**src/sv/sdi12_command_framer_defines.svh**
```systemverilog
// Assertion macros for the SDI-12 command framer.
`ifndef SDI12_COMMAND_FRAMER_DEFINES_SVH
`define SDI12_COMMAND_FRAMER_DEFINES_SVH

`ifndef NO_ASSERTIONS

// checked outside reset
`define SDI12CF_ASSERT(name, prop, msg) \
   name: assert property (@(posedge clock) disable iff (reset) prop) else $error(msg);

// checked on every edge, reset included
`define SDI12CF_ASSERT_ALWAYS(name, prop, msg) \
   name: assert property (@(posedge clock) prop) else $error(msg);

`else

`define SDI12CF_ASSERT(name, prop, msg)
`define SDI12CF_ASSERT_ALWAYS(name, prop, msg)

`endif

`endif

```
**src/sv/sdi12cf_pkg.sv**
```systemverilog
// Shared types, character codes and helpers for the SDI-12 command framer.
`default_nettype none

package sdi12cf_pkg;

   localparam int MaxFrameLen = 16;
   localparam int LenWidth    = 5;
   localparam int IdleWidth   = 10;
   localparam int StreamWidth = 16;
   localparam int LockWidth   = 10;
   localparam int AddrWidth   = 7;
   localparam int CountWidth  = 4;
   localparam int CsrWidth    = 16;
   localparam int CsrIdxWidth = 3;

   localparam logic [LenWidth-1:0] MaxLen = LenWidth'(MaxFrameLen);

   localparam int QueueDepth    = 4;
   localparam int QueuePtrWidth = $clog2(QueueDepth);
   localparam int QueueCntWidth = $clog2(QueueDepth + 1);

   // req_tuser codes
   localparam logic TypeByte = 1'b0;
   localparam logic TypeTick = 1'b1;

   localparam logic [7:0] CharSpace  = 8'd32;
   localparam logic [7:0] CharTilde  = 8'd126;
   localparam logic [7:0] CharBang   = 8'h21;
   localparam logic [7:0] CharQuery  = 8'h3F;
   localparam logic [7:0] CharUpperA = 8'h41;
   localparam logic [7:0] CharUpperM = 8'h4D;
   localparam logic [7:0] CharUpperD = 8'h44;
   localparam logic [7:0] CharUpperR = 8'h52;
   localparam logic [7:0] CharZero   = 8'h30;
   localparam logic [7:0] CharOne    = 8'h31;
   localparam logic [7:0] CharTwo    = 8'h32;
   localparam logic [7:0] CharThree  = 8'h33;
   localparam logic [7:0] CharCr     = 8'h0D;
   localparam logic [7:0] CharLf     = 8'h0A;

   localparam logic [CountWidth-1:0] MaxDigit = CountWidth'(9);

   typedef enum logic [CsrIdxWidth-1:0] {
      CSR_START_ADDRESS   = 3'd0,
      CSR_VALUE_COUNT     = 3'd1,
      CSR_FRAME_TIMEOUT   = 3'd2,
      CSR_STREAM_INTERVAL = 3'd3,
      CSR_LOCKOUT         = 3'd4
   } csr_index_type;

   typedef enum logic [1:0] {
      KIND_REPLY = 2'd0,
      KIND_THP   = 2'd1,
      KIND_LIGHT = 2'd2,
      KIND_ALL   = 2'd3
   } out_kind_type;

   typedef enum logic [1:0] {
      JOB_ECHO    = 2'd0,   // chr CR LF
      JOB_MEASURE = 2'd1,   // chr 0 0 3 digit CR LF
      JOB_REQUEST = 2'd2    // one data request word
   } job_kind_type;

   typedef struct packed {
      job_kind_type            kind;
      out_kind_type            req_kind;
      logic [AddrWidth-1:0]    chr;
      logic [CountWidth-1:0]   digit;
   } job_type;

   function automatic logic is_alnum(input logic [7:0] c);
      is_alnum = (c >= 8'h30 && c <= 8'h39) || (c >= 8'h41 && c <= 8'h5A) ||
                 (c >= 8'h61 && c <= 8'h7A);
   endfunction

endpackage

`default_nettype wire

```
**src/sv/sdi12cf_front.sv**
```systemverilog
// Front end: framing, timers, config registers and command decode into reply jobs.
`default_nettype none

module sdi12cf_front (
   input  wire logic                               clock,
   input  wire logic                               reset,
   input  wire logic                               req_tvalid,
   output logic                                    req_tready,
   input  wire logic                               req_tuser,   // [0] 0 byte, 1 tick
   input  wire logic [7:0]                         req_tdata,   // [7:0] rx_byte
   input  wire logic                               csr_we,
   input  wire logic [sdi12cf_pkg::CsrIdxWidth-1:0] csr_addr,
   input  wire logic [sdi12cf_pkg::CsrWidth-1:0]   csr_wdata,
   output logic                                    job_valid,
   output sdi12cf_pkg::job_type                    job,
   input  wire logic                               job_ready
);
   import sdi12cf_pkg::*;

   logic [CountWidth-1:0]  value_count_ff;
   logic [IdleWidth-1:0]   timeout_ff;
   logic [StreamWidth-1:0] interval_ff;
   logic [LockWidth-1:0]   lockout_cfg_ff;

   logic                   receiving_ff, receiving_in;
   logic [LenWidth-1:0]    len_ff, len_in;
   logic [AddrWidth-1:0]   head_ff [3];
   logic [AddrWidth-1:0]   head_in [3];
   logic [AddrWidth-1:0]   addr_ff, addr_in;
   logic [IdleWidth-1:0]   idle_ff, idle_in;
   logic                   streaming_ff, streaming_in;
   logic [StreamWidth-1:0] scount_ff, scount_in;
   logic [LockWidth-1:0]   lock_ff, lock_in;

   logic                   accept;
   logic                   printable;
   logic                   valid_ch;
   logic [7:0]             h0, h1, h2, addr8;
   logic [IdleWidth-1:0]   idle_tick;
   logic [StreamWidth-1:0] scount_tick;
   logic [LockWidth-1:0]   lock_tick;
   logic [CountWidth-1:0]  digit;

   assign req_tready = job_ready;
   assign accept     = req_tvalid && req_tready;
   assign printable  = (req_tdata >= CharSpace) && (req_tdata <= CharTilde);
   assign valid_ch   = is_alnum(req_tdata) || (req_tdata == CharQuery);
   assign h0         = {1'b0, head_ff[0]};
   assign h1         = {1'b0, head_ff[1]};
   assign h2         = {1'b0, head_ff[2]};
   assign addr8      = {1'b0, addr_ff};
   assign digit      = (value_count_ff > MaxDigit) ? MaxDigit : value_count_ff;

   assign idle_tick   = (receiving_ff && idle_ff != '1) ? idle_ff + 1'b1 : idle_ff;
   assign scount_tick = (streaming_ff && scount_ff != '1) ? scount_ff + 1'b1 : scount_ff;
   assign lock_tick   = (lock_ff != '0) ? lock_ff - 1'b1 : lock_ff;

   always_comb begin
      receiving_in = receiving_ff;
      len_in       = len_ff;
      head_in      = head_ff;
      addr_in      = addr_ff;
      idle_in      = idle_ff;
      streaming_in = streaming_ff;
      scount_in    = scount_ff;
      lock_in      = lock_ff;
      job_valid    = 1'b0;
      job.kind     = JOB_ECHO;
      job.req_kind = KIND_REPLY;
      job.chr      = addr_ff;
      job.digit    = digit;

      if (accept && req_tuser == TypeByte) begin
         if (lock_ff == '0 && printable) begin
            if (!receiving_ff) begin
               if (valid_ch) begin
                  head_in[0]   = req_tdata[AddrWidth-1:0];
                  len_in       = LenWidth'(1);
                  idle_in      = '0;
                  receiving_in = 1'b1;
               end
            end else if (req_tdata == CharBang) begin
               // any closed frame stops streaming, unless it is a new R0 request
               streaming_in = 1'b0;
               receiving_in = 1'b0;
               len_in       = '0;
               if (len_ff == LenWidth'(1) && h0 == CharQuery) begin
                  job_valid = 1'b1;
               end else if (len_ff >= LenWidth'(2) && h0 == addr8) begin
                  if (len_ff == LenWidth'(3) && h1 == CharUpperA) begin
                     if (is_alnum(h2)) begin
                        addr_in   = head_ff[2];
                        job.chr   = head_ff[2];
                        job_valid = 1'b1;
                     end
                  end else if (len_ff == LenWidth'(2) && h1 == CharUpperM) begin
                     job.kind  = JOB_MEASURE;
                     job_valid = 1'b1;
                  end else if (len_ff == LenWidth'(3) && h1 == CharUpperD && h2 == CharOne) begin
                     job.kind     = JOB_REQUEST;
                     job.req_kind = KIND_THP;
                     job_valid    = 1'b1;
                  end else if (len_ff == LenWidth'(3) && h1 == CharUpperD && h2 == CharTwo) begin
                     job.kind     = JOB_REQUEST;
                     job.req_kind = KIND_LIGHT;
                     job_valid    = 1'b1;
                  end else if (len_ff == LenWidth'(3) && h1 == CharUpperR && h2 == CharZero) begin
                     job.kind     = JOB_REQUEST;
                     job.req_kind = KIND_ALL;
                     streaming_in = 1'b1;
                     scount_in    = '0;
                     job_valid    = 1'b1;
                  end
               end
               if (job_valid) begin
                  lock_in = lockout_cfg_ff;
               end
            end else if (!valid_ch || len_ff >= MaxLen) begin
               receiving_in = 1'b0;
               len_in       = '0;
            end else begin
               if (len_ff < LenWidth'(3)) begin
                  head_in[len_ff[1:0]] = req_tdata[AddrWidth-1:0];
               end
               len_in  = len_ff + 1'b1;
               idle_in = '0;
            end
         end
      end else if (accept) begin
         idle_in   = idle_tick;
         scount_in = scount_tick;
         lock_in   = lock_tick;
         if (lock_tick == '0) begin
            if (receiving_ff && idle_tick > timeout_ff) begin
               receiving_in = 1'b0;
               len_in       = '0;
            end
            if (streaming_ff && scount_tick >= interval_ff) begin
               job.kind     = JOB_REQUEST;
               job.req_kind = KIND_ALL;
               job_valid    = 1'b1;
               scount_in    = '0;
               lock_in      = lockout_cfg_ff;
            end
         end
      end
   end

   always_ff @(posedge clock) begin
      if (reset) begin
         value_count_ff <= CountWidth'(4);
         timeout_ff     <= IdleWidth'(120);
         interval_ff    <= StreamWidth'(1000);
         lockout_cfg_ff <= LockWidth'(50);
         addr_ff        <= AddrWidth'(48);
         receiving_ff   <= 1'b0;
         len_ff         <= '0;
         idle_ff        <= '0;
         streaming_ff   <= 1'b0;
         scount_ff      <= '0;
         lock_ff        <= '0;
      end else begin
         receiving_ff <= receiving_in;
         len_ff       <= len_in;
         idle_ff      <= idle_in;
         streaming_ff <= streaming_in;
         scount_ff    <= scount_in;
         lock_ff      <= lock_in;
         if (csr_we && csr_addr == CSR_START_ADDRESS) begin
            addr_ff <= csr_wdata[AddrWidth-1:0];
         end else begin
            addr_ff <= addr_in;
         end
         if (csr_we && csr_addr == CSR_VALUE_COUNT) begin
            value_count_ff <= csr_wdata[CountWidth-1:0];
         end
         if (csr_we && csr_addr == CSR_FRAME_TIMEOUT) begin
            timeout_ff <= csr_wdata[IdleWidth-1:0];
         end
         if (csr_we && csr_addr == CSR_STREAM_INTERVAL) begin
            interval_ff <= csr_wdata[StreamWidth-1:0];
         end
         if (csr_we && csr_addr == CSR_LOCKOUT) begin
            lockout_cfg_ff <= csr_wdata[LockWidth-1:0];
         end
      end
   end

   // head characters are payload: only read at positions written in this frame
   always_ff @(posedge clock) begin
      head_ff <= head_in;
   end

endmodule

`default_nettype wire

```
**src/sv/sdi12cf_queue.sv**
```systemverilog
// Small job queue between the framer front end and the reply sequencer.
`default_nettype none

module sdi12cf_queue (
   input  wire logic                 clock,
   input  wire logic                 reset,
   input  wire logic                 push_valid,
   input  wire sdi12cf_pkg::job_type push_job,
   output logic                      push_ready,
   output logic                      pop_valid,
   output sdi12cf_pkg::job_type      pop_job,
   input  wire logic                 pop
);
   import sdi12cf_pkg::*;

   job_type                    entry_ff [QueueDepth];
   logic [QueuePtrWidth-1:0]   wr_ptr_ff, wr_ptr_in;
   logic [QueuePtrWidth-1:0]   rd_ptr_ff, rd_ptr_in;
   logic [QueueCntWidth-1:0]   count_ff, count_in;
   logic                       do_push;
   logic                       do_pop;

   assign push_ready = (count_ff != QueueCntWidth'(QueueDepth));
   assign pop_valid  = (count_ff != '0);
   assign pop_job    = entry_ff[rd_ptr_ff];
   assign do_push    = push_valid && push_ready;
   assign do_pop     = pop && pop_valid;

   always_comb begin
      wr_ptr_in = do_push ? wr_ptr_ff + 1'b1 : wr_ptr_ff;
      rd_ptr_in = do_pop ? rd_ptr_ff + 1'b1 : rd_ptr_ff;
      count_in  = count_ff;
      if (do_push && !do_pop) begin
         count_in = count_ff + 1'b1;
      end else if (do_pop && !do_push) begin
         count_in = count_ff - 1'b1;
      end
   end

   always_ff @(posedge clock) begin
      if (reset) begin
         wr_ptr_ff <= '0;
         rd_ptr_ff <= '0;
         count_ff  <= '0;
      end else begin
         wr_ptr_ff <= wr_ptr_in;
         rd_ptr_ff <= rd_ptr_in;
         count_ff  <= count_in;
      end
   end

   always_ff @(posedge clock) begin
      if (do_push) begin
         entry_ff[wr_ptr_ff] <= push_job;
      end
   end

endmodule

`default_nettype wire

```
**src/sv/sdi12cf_back.sv**
```systemverilog
// Back end: expands one reply job into result words through an output register.
`default_nettype none

module sdi12cf_back (
   input  wire logic                 clock,
   input  wire logic                 reset,
   input  wire logic                 job_valid,
   input  wire sdi12cf_pkg::job_type job,
   output logic                      job_pop,
   output logic                      rsp_tvalid,
   input  wire logic                 rsp_tready,
   output logic [1:0]                rsp_tuser,   // [1:0] out_kind
   output logic [7:0]                rsp_tdata,   // [7:0] out_byte
   output logic                      rsp_tlast
);
   import sdi12cf_pkg::*;

   logic         rsp_valid_ff;
   out_kind_type rsp_kind_ff;
   logic [7:0]   rsp_data_ff;
   logic         rsp_last_ff;
   logic [2:0]   idx_ff, idx_in;

   out_kind_type word_kind;
   logic [7:0]   word_data;
   logic         word_last;
   logic         load;
   logic [7:0]   chr8;

   assign chr8 = {1'b0, job.chr};
   assign load = job_valid && (!rsp_valid_ff || rsp_tready);
   assign job_pop = load && word_last;

   always_comb begin
      word_kind = KIND_REPLY;
      word_data = chr8;
      word_last = 1'b0;
      unique case (job.kind)
         JOB_ECHO: begin
            unique case (idx_ff)
               3'd0:    word_data = chr8;
               3'd1:    word_data = CharCr;
               default: begin
                  word_data = CharLf;
                  word_last = 1'b1;
               end
            endcase
         end
         JOB_MEASURE: begin
            unique case (idx_ff)
               3'd0:    word_data = chr8;
               3'd1:    word_data = CharZero;
               3'd2:    word_data = CharZero;
               3'd3:    word_data = CharThree;
               3'd4:    word_data = CharZero + {4'b0, job.digit};
               3'd5:    word_data = CharCr;
               default: begin
                  word_data = CharLf;
                  word_last = 1'b1;
               end
            endcase
         end
         JOB_REQUEST: begin
            word_kind = job.req_kind;
            word_last = 1'b1;
         end
         default: word_last = 1'b1;
      endcase
   end

   always_comb begin
      idx_in = idx_ff;
      if (load) begin
         idx_in = word_last ? 3'd0 : idx_ff + 1'b1;
      end
   end

   always_ff @(posedge clock) begin
      if (reset) begin
         rsp_valid_ff <= 1'b0;
         idx_ff       <= '0;
      end else begin
         idx_ff <= idx_in;
         if (load) begin
            rsp_valid_ff <= 1'b1;
         end else if (rsp_tready) begin
            rsp_valid_ff <= 1'b0;
         end
      end
   end

   always_ff @(posedge clock) begin
      if (load) begin
         rsp_kind_ff <= word_kind;
         rsp_data_ff <= word_data;
         rsp_last_ff <= word_last;
      end
   end

   assign rsp_tvalid = rsp_valid_ff;
   assign rsp_tuser  = rsp_kind_ff;
   assign rsp_tdata  = rsp_data_ff;
   assign rsp_tlast  = rsp_last_ff;

endmodule

`default_nettype wire

```
**src/sv/sdi12_command_framer.sv**
```systemverilog
// SDI-12 command framer top level: front end, job queue and reply sequencer.
// Every input word (received byte or 1 ms tick) is accepted whenever the
// four-entry job queue has room, so bytes and ticks may come back to back. A word that
// completes a command pushes one reply job; the back end turns a job into result words
// at one word per cycle when the consumer is ready: 3 words for address replies, 7 for
// the measure reply, 1 for a data request. Sustained rate is therefore set by the
// back-end word sequencer whenever commands produce replies.
// Configuration writes take effect on the next cycle; registers have no read-back.
`default_nettype none

`include "sdi12_command_framer_defines.svh"

module sdi12_command_framer (
   input  wire logic        clock,
   input  wire logic        reset,
   input  wire logic        req_tvalid,
   output logic             req_tready,
   input  wire logic        req_tuser,    // [0] req_type
   input  wire logic [7:0]  req_tdata,    // [7:0] rx_byte
   output logic             rsp_tvalid,
   input  wire logic        rsp_tready,
   output logic [1:0]       rsp_tuser,    // [1:0] out_kind
   output logic [7:0]       rsp_tdata,    // [7:0] out_byte
   output logic             rsp_tlast,
   input  wire logic        csr_we,
   input  wire logic [2:0]  csr_addr,
   input  wire logic [15:0] csr_wdata
);
   import sdi12cf_pkg::*;

   logic    push_valid;
   job_type push_job;
   logic    push_ready;
   logic    pop_valid;
   job_type pop_job;
   logic    pop;

   sdi12cf_front u_front (
      .clock      (clock),
      .reset      (reset),
      .req_tvalid (req_tvalid),
      .req_tready (req_tready),
      .req_tuser  (req_tuser),
      .req_tdata  (req_tdata),
      .csr_we     (csr_we),
      .csr_addr   (csr_addr),
      .csr_wdata  (csr_wdata),
      .job_valid  (push_valid),
      .job        (push_job),
      .job_ready  (push_ready)
   );

   sdi12cf_queue u_queue (
      .clock      (clock),
      .reset      (reset),
      .push_valid (push_valid),
      .push_job   (push_job),
      .push_ready (push_ready),
      .pop_valid  (pop_valid),
      .pop_job    (pop_job),
      .pop        (pop)
   );

   sdi12cf_back u_back (
      .clock      (clock),
      .reset      (reset),
      .job_valid  (pop_valid),
      .job        (pop_job),
      .job_pop    (pop),
      .rsp_tvalid (rsp_tvalid),
      .rsp_tready (rsp_tready),
      .rsp_tuser  (rsp_tuser),
      .rsp_tdata  (rsp_tdata),
      .rsp_tlast  (rsp_tlast)
   );

   // data requests are single-word replies
   `SDI12CF_ASSERT(a_request_is_last, rsp_tvalid && (rsp_tuser != KIND_REPLY) |-> rsp_tlast, "data request word without tlast")
   // text replies always end in LF
   `SDI12CF_ASSERT(a_reply_ends_lf, rsp_tvalid && rsp_tlast && (rsp_tuser == KIND_REPLY) |-> (rsp_tdata == CharLf), "reply does not end in LF")
   // output register is empty right after reset
   `SDI12CF_ASSERT_ALWAYS(a_reset_clears_out, reset |=> !rsp_tvalid, "result word valid after reset")

endmodule

`default_nettype wire
```
**config.mk**
```make
export PLATFORM = sky130hd
export DESIGN_NAME = sdi12_command_framer
export DESIGN_NICKNAME = d
export VERILOG_FILES = /design/src/sv/sdi12cf_pkg.sv /design/src/sv/sdi12cf_front.sv /design/src/sv/sdi12cf_queue.sv /design/src/sv/sdi12cf_back.sv /design/src/sv/sdi12_command_framer.sv
export VERILOG_INCLUDE_DIRS = /design/src /design/src/sv
export SDC_FILE = /design/constraint.sdc
export NUM_CORES = 1
export LEC_CHECK = 0
export BUFFER_PORTS_ARGS = -buffer_cell sky130_fd_sc_hd__buf_2
export CORE_MARGIN = 2
export CORE_UTILIZATION = 45
export DETAILED_ROUTE_END_ITERATION = 12
export SKIP_CTS_REPAIR_TIMING = 1
export SKIP_LAST_GASP = 1
export SLEW_MARGIN = 20
export SYNTH_ARGS = -nofsm -noshare
export SYNTH_HDL_FRONTEND = slang
export SYNTH_HIERARCHICAL = 1
export SYNTH_SLANG_ARGS = --single-unit
```
**constraint.sdc**
```tcl
create_clock -name clock -period 7.8 [get_ports clock]
set_clock_uncertainty 0.05 [all_clocks]
set_input_delay 1.17 -clock clock [delete_from_list [all_inputs] [get_ports clock]]
set_output_delay 1.17 -clock clock [all_outputs]
set_load 0.05 [all_outputs]
```
==> results of run 1 <==
-- metal layers --
| layer | track usage | routed length, µm | vias to the layer above |
|---|---|---|---|
| met1 | 0.278 | 11400 | 3644 |
| met2 | 0.335 | 11200 | 154 |
| met4 | 0.0635 | 394 | 0 |
| met5 | 0 | 0 | - |
| li1 | - | - | 3764 |
| met3 | 0.0305 | 827 | 29 |
-- where the power goes --
part           switching, mW  internal, mW  leakage, nW
clock network          0.421         0.454        0.294
registers             0.0157          1.07         1.68
logic                  0.149        0.0859         2.22
total                  0.587          1.61         4.20
-- flip-flops by register name (all words and copies together) (netlist names), 4 cells and up, named ones only --
signal,count
u_front/scount_ff,16
u_front/lockout_cfg_ff,10
u_front/lock_ff,10
u_front/interval_ff,16
u_front/timeout_ff,10
u_front/len_ff,5
u_front/h2,7
u_front/addr_ff,7
u_front/value_count_ff,4
u_queue/entry_ff,60
u_front/h0,7
u_front/h1,7
u_back/rsp_tdata,7
u_front/idle_ff,10
-- stage by stage --
step / area (µm²) / instances / hold WS [ps]
final: 11200 / 1331 / 408
after global placement: 10600 / 1299 / 395
after floorplan: 10200 / 1012 / 386
after CTS: 11200 / 1331 / 410
after global routing: 11200 / 1331 / 430
after detailed placement: 10600 / 1299 / 399
-- worst min-delay path by stage --
stage / start / endpoint / slack (ps)
2_1_floorplan: u_front/lockout_cfg_ff[0] / u_front/lockout_cfg_ff[0] / 390
3_3_place_gp: u_front/interval_ff[1] / u_front/interval_ff[1] / 390
3_5_place_dp: u_front/interval_ff[11] / u_front/interval_ff[11] / 400
4_1_cts: u_front/interval_ff[1] / u_front/interval_ff[1] / 410
5_1_grt: u_front/interval_ff[11] / u_front/interval_ff[11] / 430
6_report: u_front/interval_ff[11] / u_front/interval_ff[11] / 410
-- cells by family (layout without fill, tap and decap cells) --
| logic type | after synthesis | after routing |
|---|---|---|
| AND/OR/NAND/NOR | 374 | 374 |
| flip-flops | 194 | 194 |
| other | 1 | 1 |
| buffers and inverters | 114 | 148 |
| AO/OA/AOI/OAI | 208 | 208 |
| adder cells (fa/ha/maj) | 44 | 44 |
| multiplexers | 48 | 48 |
| XOR/XNOR | 29 | 29 |
-- worst max-delay path, delay by kind of cell (launching register included) --
kind	cells	cell delay [ps]
AO/OA/AOI/OAI	9	2370
XOR/XNOR	1	180
adder cells (fa/ha/maj)	4	1130
buffers and inverters	2	150
flip-flops	1	360
AND/OR/NAND/NOR	5	1220
-- cell type report --
| cell class | instances | area (µm²) | area share |
|---|---|---|---|
| Inverter | 67 | 251 | 0.0225 |
| Clock buffer | 19 | 464 | 0.0416 |
| Tap cell | 285 | 357 | 0.0320 |
| Sequential cell | 194 | 4790 | 0.430 |
| Multi-Input combinational cell | 704 | 4890 | 0.438 |
| Clock inverter | 13 | 139 | 0.0125 |
| Timing Repair Buffer | 49 | 258 | 0.0231 |
-- cells in the final DEF, fill, tap and decap left out, types with 13 or more instances in the layout --
master     instances
a21oi_1           58
and2_1            21
buf_2             44
clkbuf_16         18
dfxtp_1          103
edfxtp_1          91
ha_1              43
inv_1             66
mux2i_1           27
nand2_1          117
nand3_1           26
nand4_1           20
nor2_1            75
nor3_1            22
o21ai_0           21
xnor2_1           13
xor2_1            16
==> flow_summary.yaml, run 1 <==
global_route:
  grt_pass1_vias: 7008
  antenna_found_initial: 0
  grt_usage: 0.203
  grt_max_degree: 65
  grt_pass1_wl_um: 38300
  overflow: 0
setup_path:
  critPathMostFrequentCell: "ha_1"
  arrival_ps: 5830
  crit_path_end: "u_queue/count_ff[2]"
  worstSetupStartpointType: "register"
  cp_slowest_cell: "a311oi_1"
  startpoint: "u_front/scount_ff[0]"
  timing.rr.end: "u_queue/count_ff[2]"
  r2r_cells: 21
  r2r-start: "u_front/scount_ff[0]"
  r2r_setup_slack_ps: 2290
  critPathCaptureType: "register"
  cp.required_ps: 8120
  worstPathMaxFanout: 7
  crit_chain: "ha_1, and3_1, a311oi_1, nand3_1, and2_1, or2_2, ha_1, a21oi_1, o21ai_0, o2111a_1, o21a_1, o2111ai_1, a21boi_0, inv_1, a21boi_4, ha_1, inv_1, fa_1, xor2_1, or3_1, a21oi_1"
  slowest_delay_ps: 770
  critPathKind: "register to register"
synth:
  yosysMostFrequentCell: "nand2_1"
  yosys_most_used_dff: "dfxtp_1"
  synth-compound-area-share: 0.145
  synth_top_family_by_area: "simple AND/OR/NAND/NOR gates"
  synth-edff-count: 91
  syn_avg_cell_area_um2: 10.1
  synth_cell_types: 92
  synthArstFlopShare: 0
  yosysTopAreaCellShare: 0.268
  synthMuxAreaShare: 0.0681
  synth-seq-cells: 194
  synthAdderAreaFrac: 0.0547
  synthCells: 1012
  synth_top_area_cell: "edfxtp_1"
  yosys.area_share.xor_xnor: 0.0249
  synth_area_leaders: "edfxtp_1, dfxtp_1, ha_1"
  synth-simple-area-share: 0.187
  synth_area_um2: 10200
  syn-num-nets: 1089
  yosys_warnings: 6
  ys_seq_area_frac: 0.470
  synthTopCellsByCount: "nand2_1, dfxtp_1, edfxtp_1"
route:
  wl_um: 23800
  vias: 7591
  firstDrtPassIters: 5
  ant_nets: 0
  drc: 0
  viasPerCell: 5.70
  first_iter_violations: 564
  wire_per_inst_um: 17.9
timing:
  fmax_mhz: 181
  grt_setup_unrepaired: "false"
  tns_ps: 0
  worstMarginPinSlew_ps: 1090
  period_needed_ps: 5510
  maxSlewHeadroom: 0.263
  finalCritPeriodShare: 0.707
  finalHoldViolations: 0
  finalMaxSlewViolations: 0
  fin_ws_ps: 2290
  setup_viol: 0
pwr:
  peakVddDrop_mv: 0.160
  total_power_mw: 2.20
  power_density_nw_per_um2: 197
  leakage_nw: 4.20
place:
  dp_slack_ps: 2360
  portBuffers: 44
  hpwl_um: 17000
  globalplace.congestion: 0.896
floorplan:
  initial_utilization: 0.454
  die_h_um: 155
  ioPinCount: 46
  dieArea_um2: 23900
  coreArea_um2: 22400
  rows: 55
  die_x_um: 155
final_layout:
  fin_util: 0.497
  antennaDiodeCount: 0
  nFillCells: 2097
  syn_to_final_growth_pct: 9.43
  final_nets: 1110
  drive_gt1_frac: 0.118
cts:
  cts_inserted_buffers: 17
  insertion_delay_ps: 440
  cts_tree: "done"
  root_buffer: "clkbuf_16"
  clk_pin_slew_ps: 80
  cts_sinks: 194
  clockBufferDepth: 2
  cts_max_level: 4
run:
  drv_cap: 0
status:
  outcome: "completed"
min_path:
  whs_path_depth: 2
  hold_class: "register to register"
(Power assumes the default switching activity.)
==> inputs of run 2 (changes only) <==
ABC_AREA = 1   (was default)
clock period = 5.6 ns   (was 7.8 ns; I/O delays follow)
==> run 2 against run 1 <==
Register-to-register slack worse by 1200 ps. Sequential power up 39%. Count of clock-buffer cells in the layout down 1. Synthesized cell count up 32%. Flip-flop and latch count unchanged. First-iteration DRC count down 4.1%. Routed wire length up 6.9%. Non-clock buffer count up 7. Combinational power up 34%. Fmax up 21%. Sequential share of layout area down 3.3 points. Setup slack worse by 1200 ps. Critical path type unchanged. Largest cell class unchanged. Highest routed layer unchanged.
==> flow_summary.yaml, run 2 <==
final_layout:
  top_register: "u_queue/entry_ff"
  final_nets: 1455
  drive_gt1_frac: 0.156
  largest_register_ffs: 60
  final_cell_mix: "nand2_1, inv_1, nor2_1, dfxtp_1, edfxtp_1"
  syn_to_final_growth_pct: 10.3
  layout_commonest_cell: "nand2_1"
  fin_cells: 1716
  largest_registers: "u_queue/entry_ff (60), u_front/interval_ff (16), u_front/scount_ff (16)"
timing:
  worstMarginPinSlew_ps: 918
  setup_viol: 0
  tns_ps: 0
  finalMaxSlewViolations: 0
  maxSlewHeadroom: 0.383
  finalHoldViolations: 0
  fmax_mhz: 219
  grt_setup_unrepaired: "false"
  finalCritPeriodShare: 0.814
  period_needed_ps: 4560
cts:
  cts_inserted_buffers: 17
  insertion_delay_ps: 440
  cts_max_level: 4
  cts_sinks: 194
  clk_pin_slew_ps: 80
  cts_tree: "done"
  clockBufferDepth: 2
  root_buffer: "clkbuf_16"
setup_path:
  critPathKind: "register to register"
  cp_top_family: "simple AND/OR/NAND/NOR gates"
  worstSetupStartpointType: "register"
  slowest_delay_ps: 460
  arrival_ps: 4840
  worstPathMaxFanout: 13
  critPathCaptureType: "register"
  cp.required_ps: 5880
  r2r-start: "u_front/scount_ff[0]"
  timing.rr.end: "u_queue/count_ff[2]"
  cp_slowest_cell: "nor4_1"
  r2r_cells: 28
  path_buf_inv: 4
  r2r_setup_slack_ps: 1040
  critPathMostFrequentCell: "nand2_1"
floorplan:
  initial_utilization: 0.455
  die_x_um: 160
  ioPinCount: 46
  rows: 57
  coreArea_um2: 24100
  dieArea_um2: 25600
  die_h_um: 160
global_route:
  grt_usage: 0.203
  grt_pass1_vias: 8323
  grt_max_degree: 56
  busiest_layer: "met2"
  use_met3: 0.0345
  grt_pass1_wl_um: 42000
  antenna_found_initial: 1
  grtUsageMet1: 0.254
  overflow: 0
  grt_use_met2: 0.355
pwr:
  p_clk_frac: 0.407
  p_int_mw: 2.22
  p_sw_mw: 0.848
  power_density_nw_per_um2: 254
  combPwrFrac: 0.102
  leakage_nw: 5.12
  power.share.sequential: 0.491
  p_sw_frac: 0.276
  peakVddDrop_mv: 0.180
place:
  portBuffers: 44
  hpwl_um: 18700
  globalplace.congestion: 0.878
  placed_cells: 1683
min_path:
  hp-start: "u_front/lockout_cfg_ff[9]"
  whs_path_depth: 2
  hold_end: "u_front/lockout_cfg_ff[9]"
  hold_class: "register to register"
synth:
  syn_avg_cell_area_um2: 8.19
  yosys_most_used_dff: "dfxtp_1"
  synthCells: 1338
  synth_area_leaders: "edfxtp_1, dfxtp_1, nand2_1"
  synth_cell_types: 51
  yosysMostFrequentCell: "nand2_1"
  synth-edff-count: 91
  synth_top_area_cell: "edfxtp_1"
  ys_seq_area_frac: 0.438
  yosysTopAreaCellShare: 0.249
  synth_area_um2: 11000
  synthArstFlopShare: 0
  synth-seq-cells: 194
  synthTopCellsByCount: "nand2_1, inv_1, nor2_1"
  yosys_warnings: 6
  syn-num-nets: 1415
route:
  ant_nets: 0
  drc: 0
  first_iter_violations: 541
  vias: 8812
  viasPerCell: 5.14
  wl_um: 25400
  firstDrtPassIters: 5
  wire_per_inst_um: 14.8
status:
  outcome: "completed"
run:
  drv_cap: 0
run 2: power groups by stage:
stage | registers (mW) | logic (mW) | clock network (mW)
6_report | 1.51 | 0.314 | 1.25
5_1_grt | 1.51 | 0.351 | 1.34
4_1_cts | 1.51 | 0.314 | 1.29
3_5_place_dp | 1.54 | 0.312 | 0
3_3_place_gp | 1.54 | 0.310 | 0
2_1_floorplan | 1.54 | 0.244 | 0
run 2: area by class of cell:
type                    count  area, µm²
clock inverters            14        169
fillers                  2358      12000
diodes                      1       2.50
repair buffers             56        310
inverters                 188        708
multi-input cells         921       5240
well taps                 324        405
clock buffers              18        450
flip-flops and latches    194       4790
run 2: metrics by stage:
stage | utilization | total power [mW] | hold slack [ps] | setup slack [ps] | cell area [µm²]
6_report | 0.501 | 3.07 | 411 | 1040 | 12100
5_1_grt | 0.501 | 3.20 | 433 | 574 | 12100
4_1_cts | 0.501 | 3.11 | 413 | 1070 | 12100
3_5_place_dp | 0.475 | 1.85 | 402 | 1090 | 11500
3_3_place_gp | 0.475 | 1.85 | 391 | 1180 | 11500
2_1_floorplan | - | 1.78 | 380 | 1610 | 11000
run 2: worst min-delay path: stages, from the launching register on:
cell,delay (ps)
dfxtp_1,300
inv_1,60
a21oi_1,60
run 2: layer usage:
metal / vias to the layer above / part of all wire
met5: - / 0
met4: 0 / 0.026
met3: 31 / 0.041
met2: 178 / 0.48
met1: 4058 / 0.45
li1: 4545 / -
run 2: cells by family (layout without fill, tap and decap cells):
logic type,after synthesis,after routing,synth area share
AND/OR/NAND/NOR,588,588,0.268
AO/OA/AOI/OAI,254,254,0.132
buffers and inverters,223,276,0.0842
flip-flops,194,194,0.438
adder cells (fa/ha/maj),44,44,0.0509
XOR/XNOR,34,34,0.0272
other,1,2,0.000342
run 2: worst max path at each step:
stage / from / end / depth (start not counted)
4_1_cts: u_front/scount_ff[0] / u_queue/count_ff[2] / 29
6_report: u_front/scount_ff[0] / u_queue/count_ff[2] / 28
5_1_grt: u_front/scount_ff[0] / u_queue/count_ff[2] / 29
2_1_floorplan: u_front/scount_ff[0] / u_queue/entry_ff[0][0] / 20
3_3_place_gp: u_front/scount_ff[0] / u_queue/count_ff[2] / 29
3_5_place_dp: u_front/scount_ff[0] / u_queue/count_ff[2] / 29
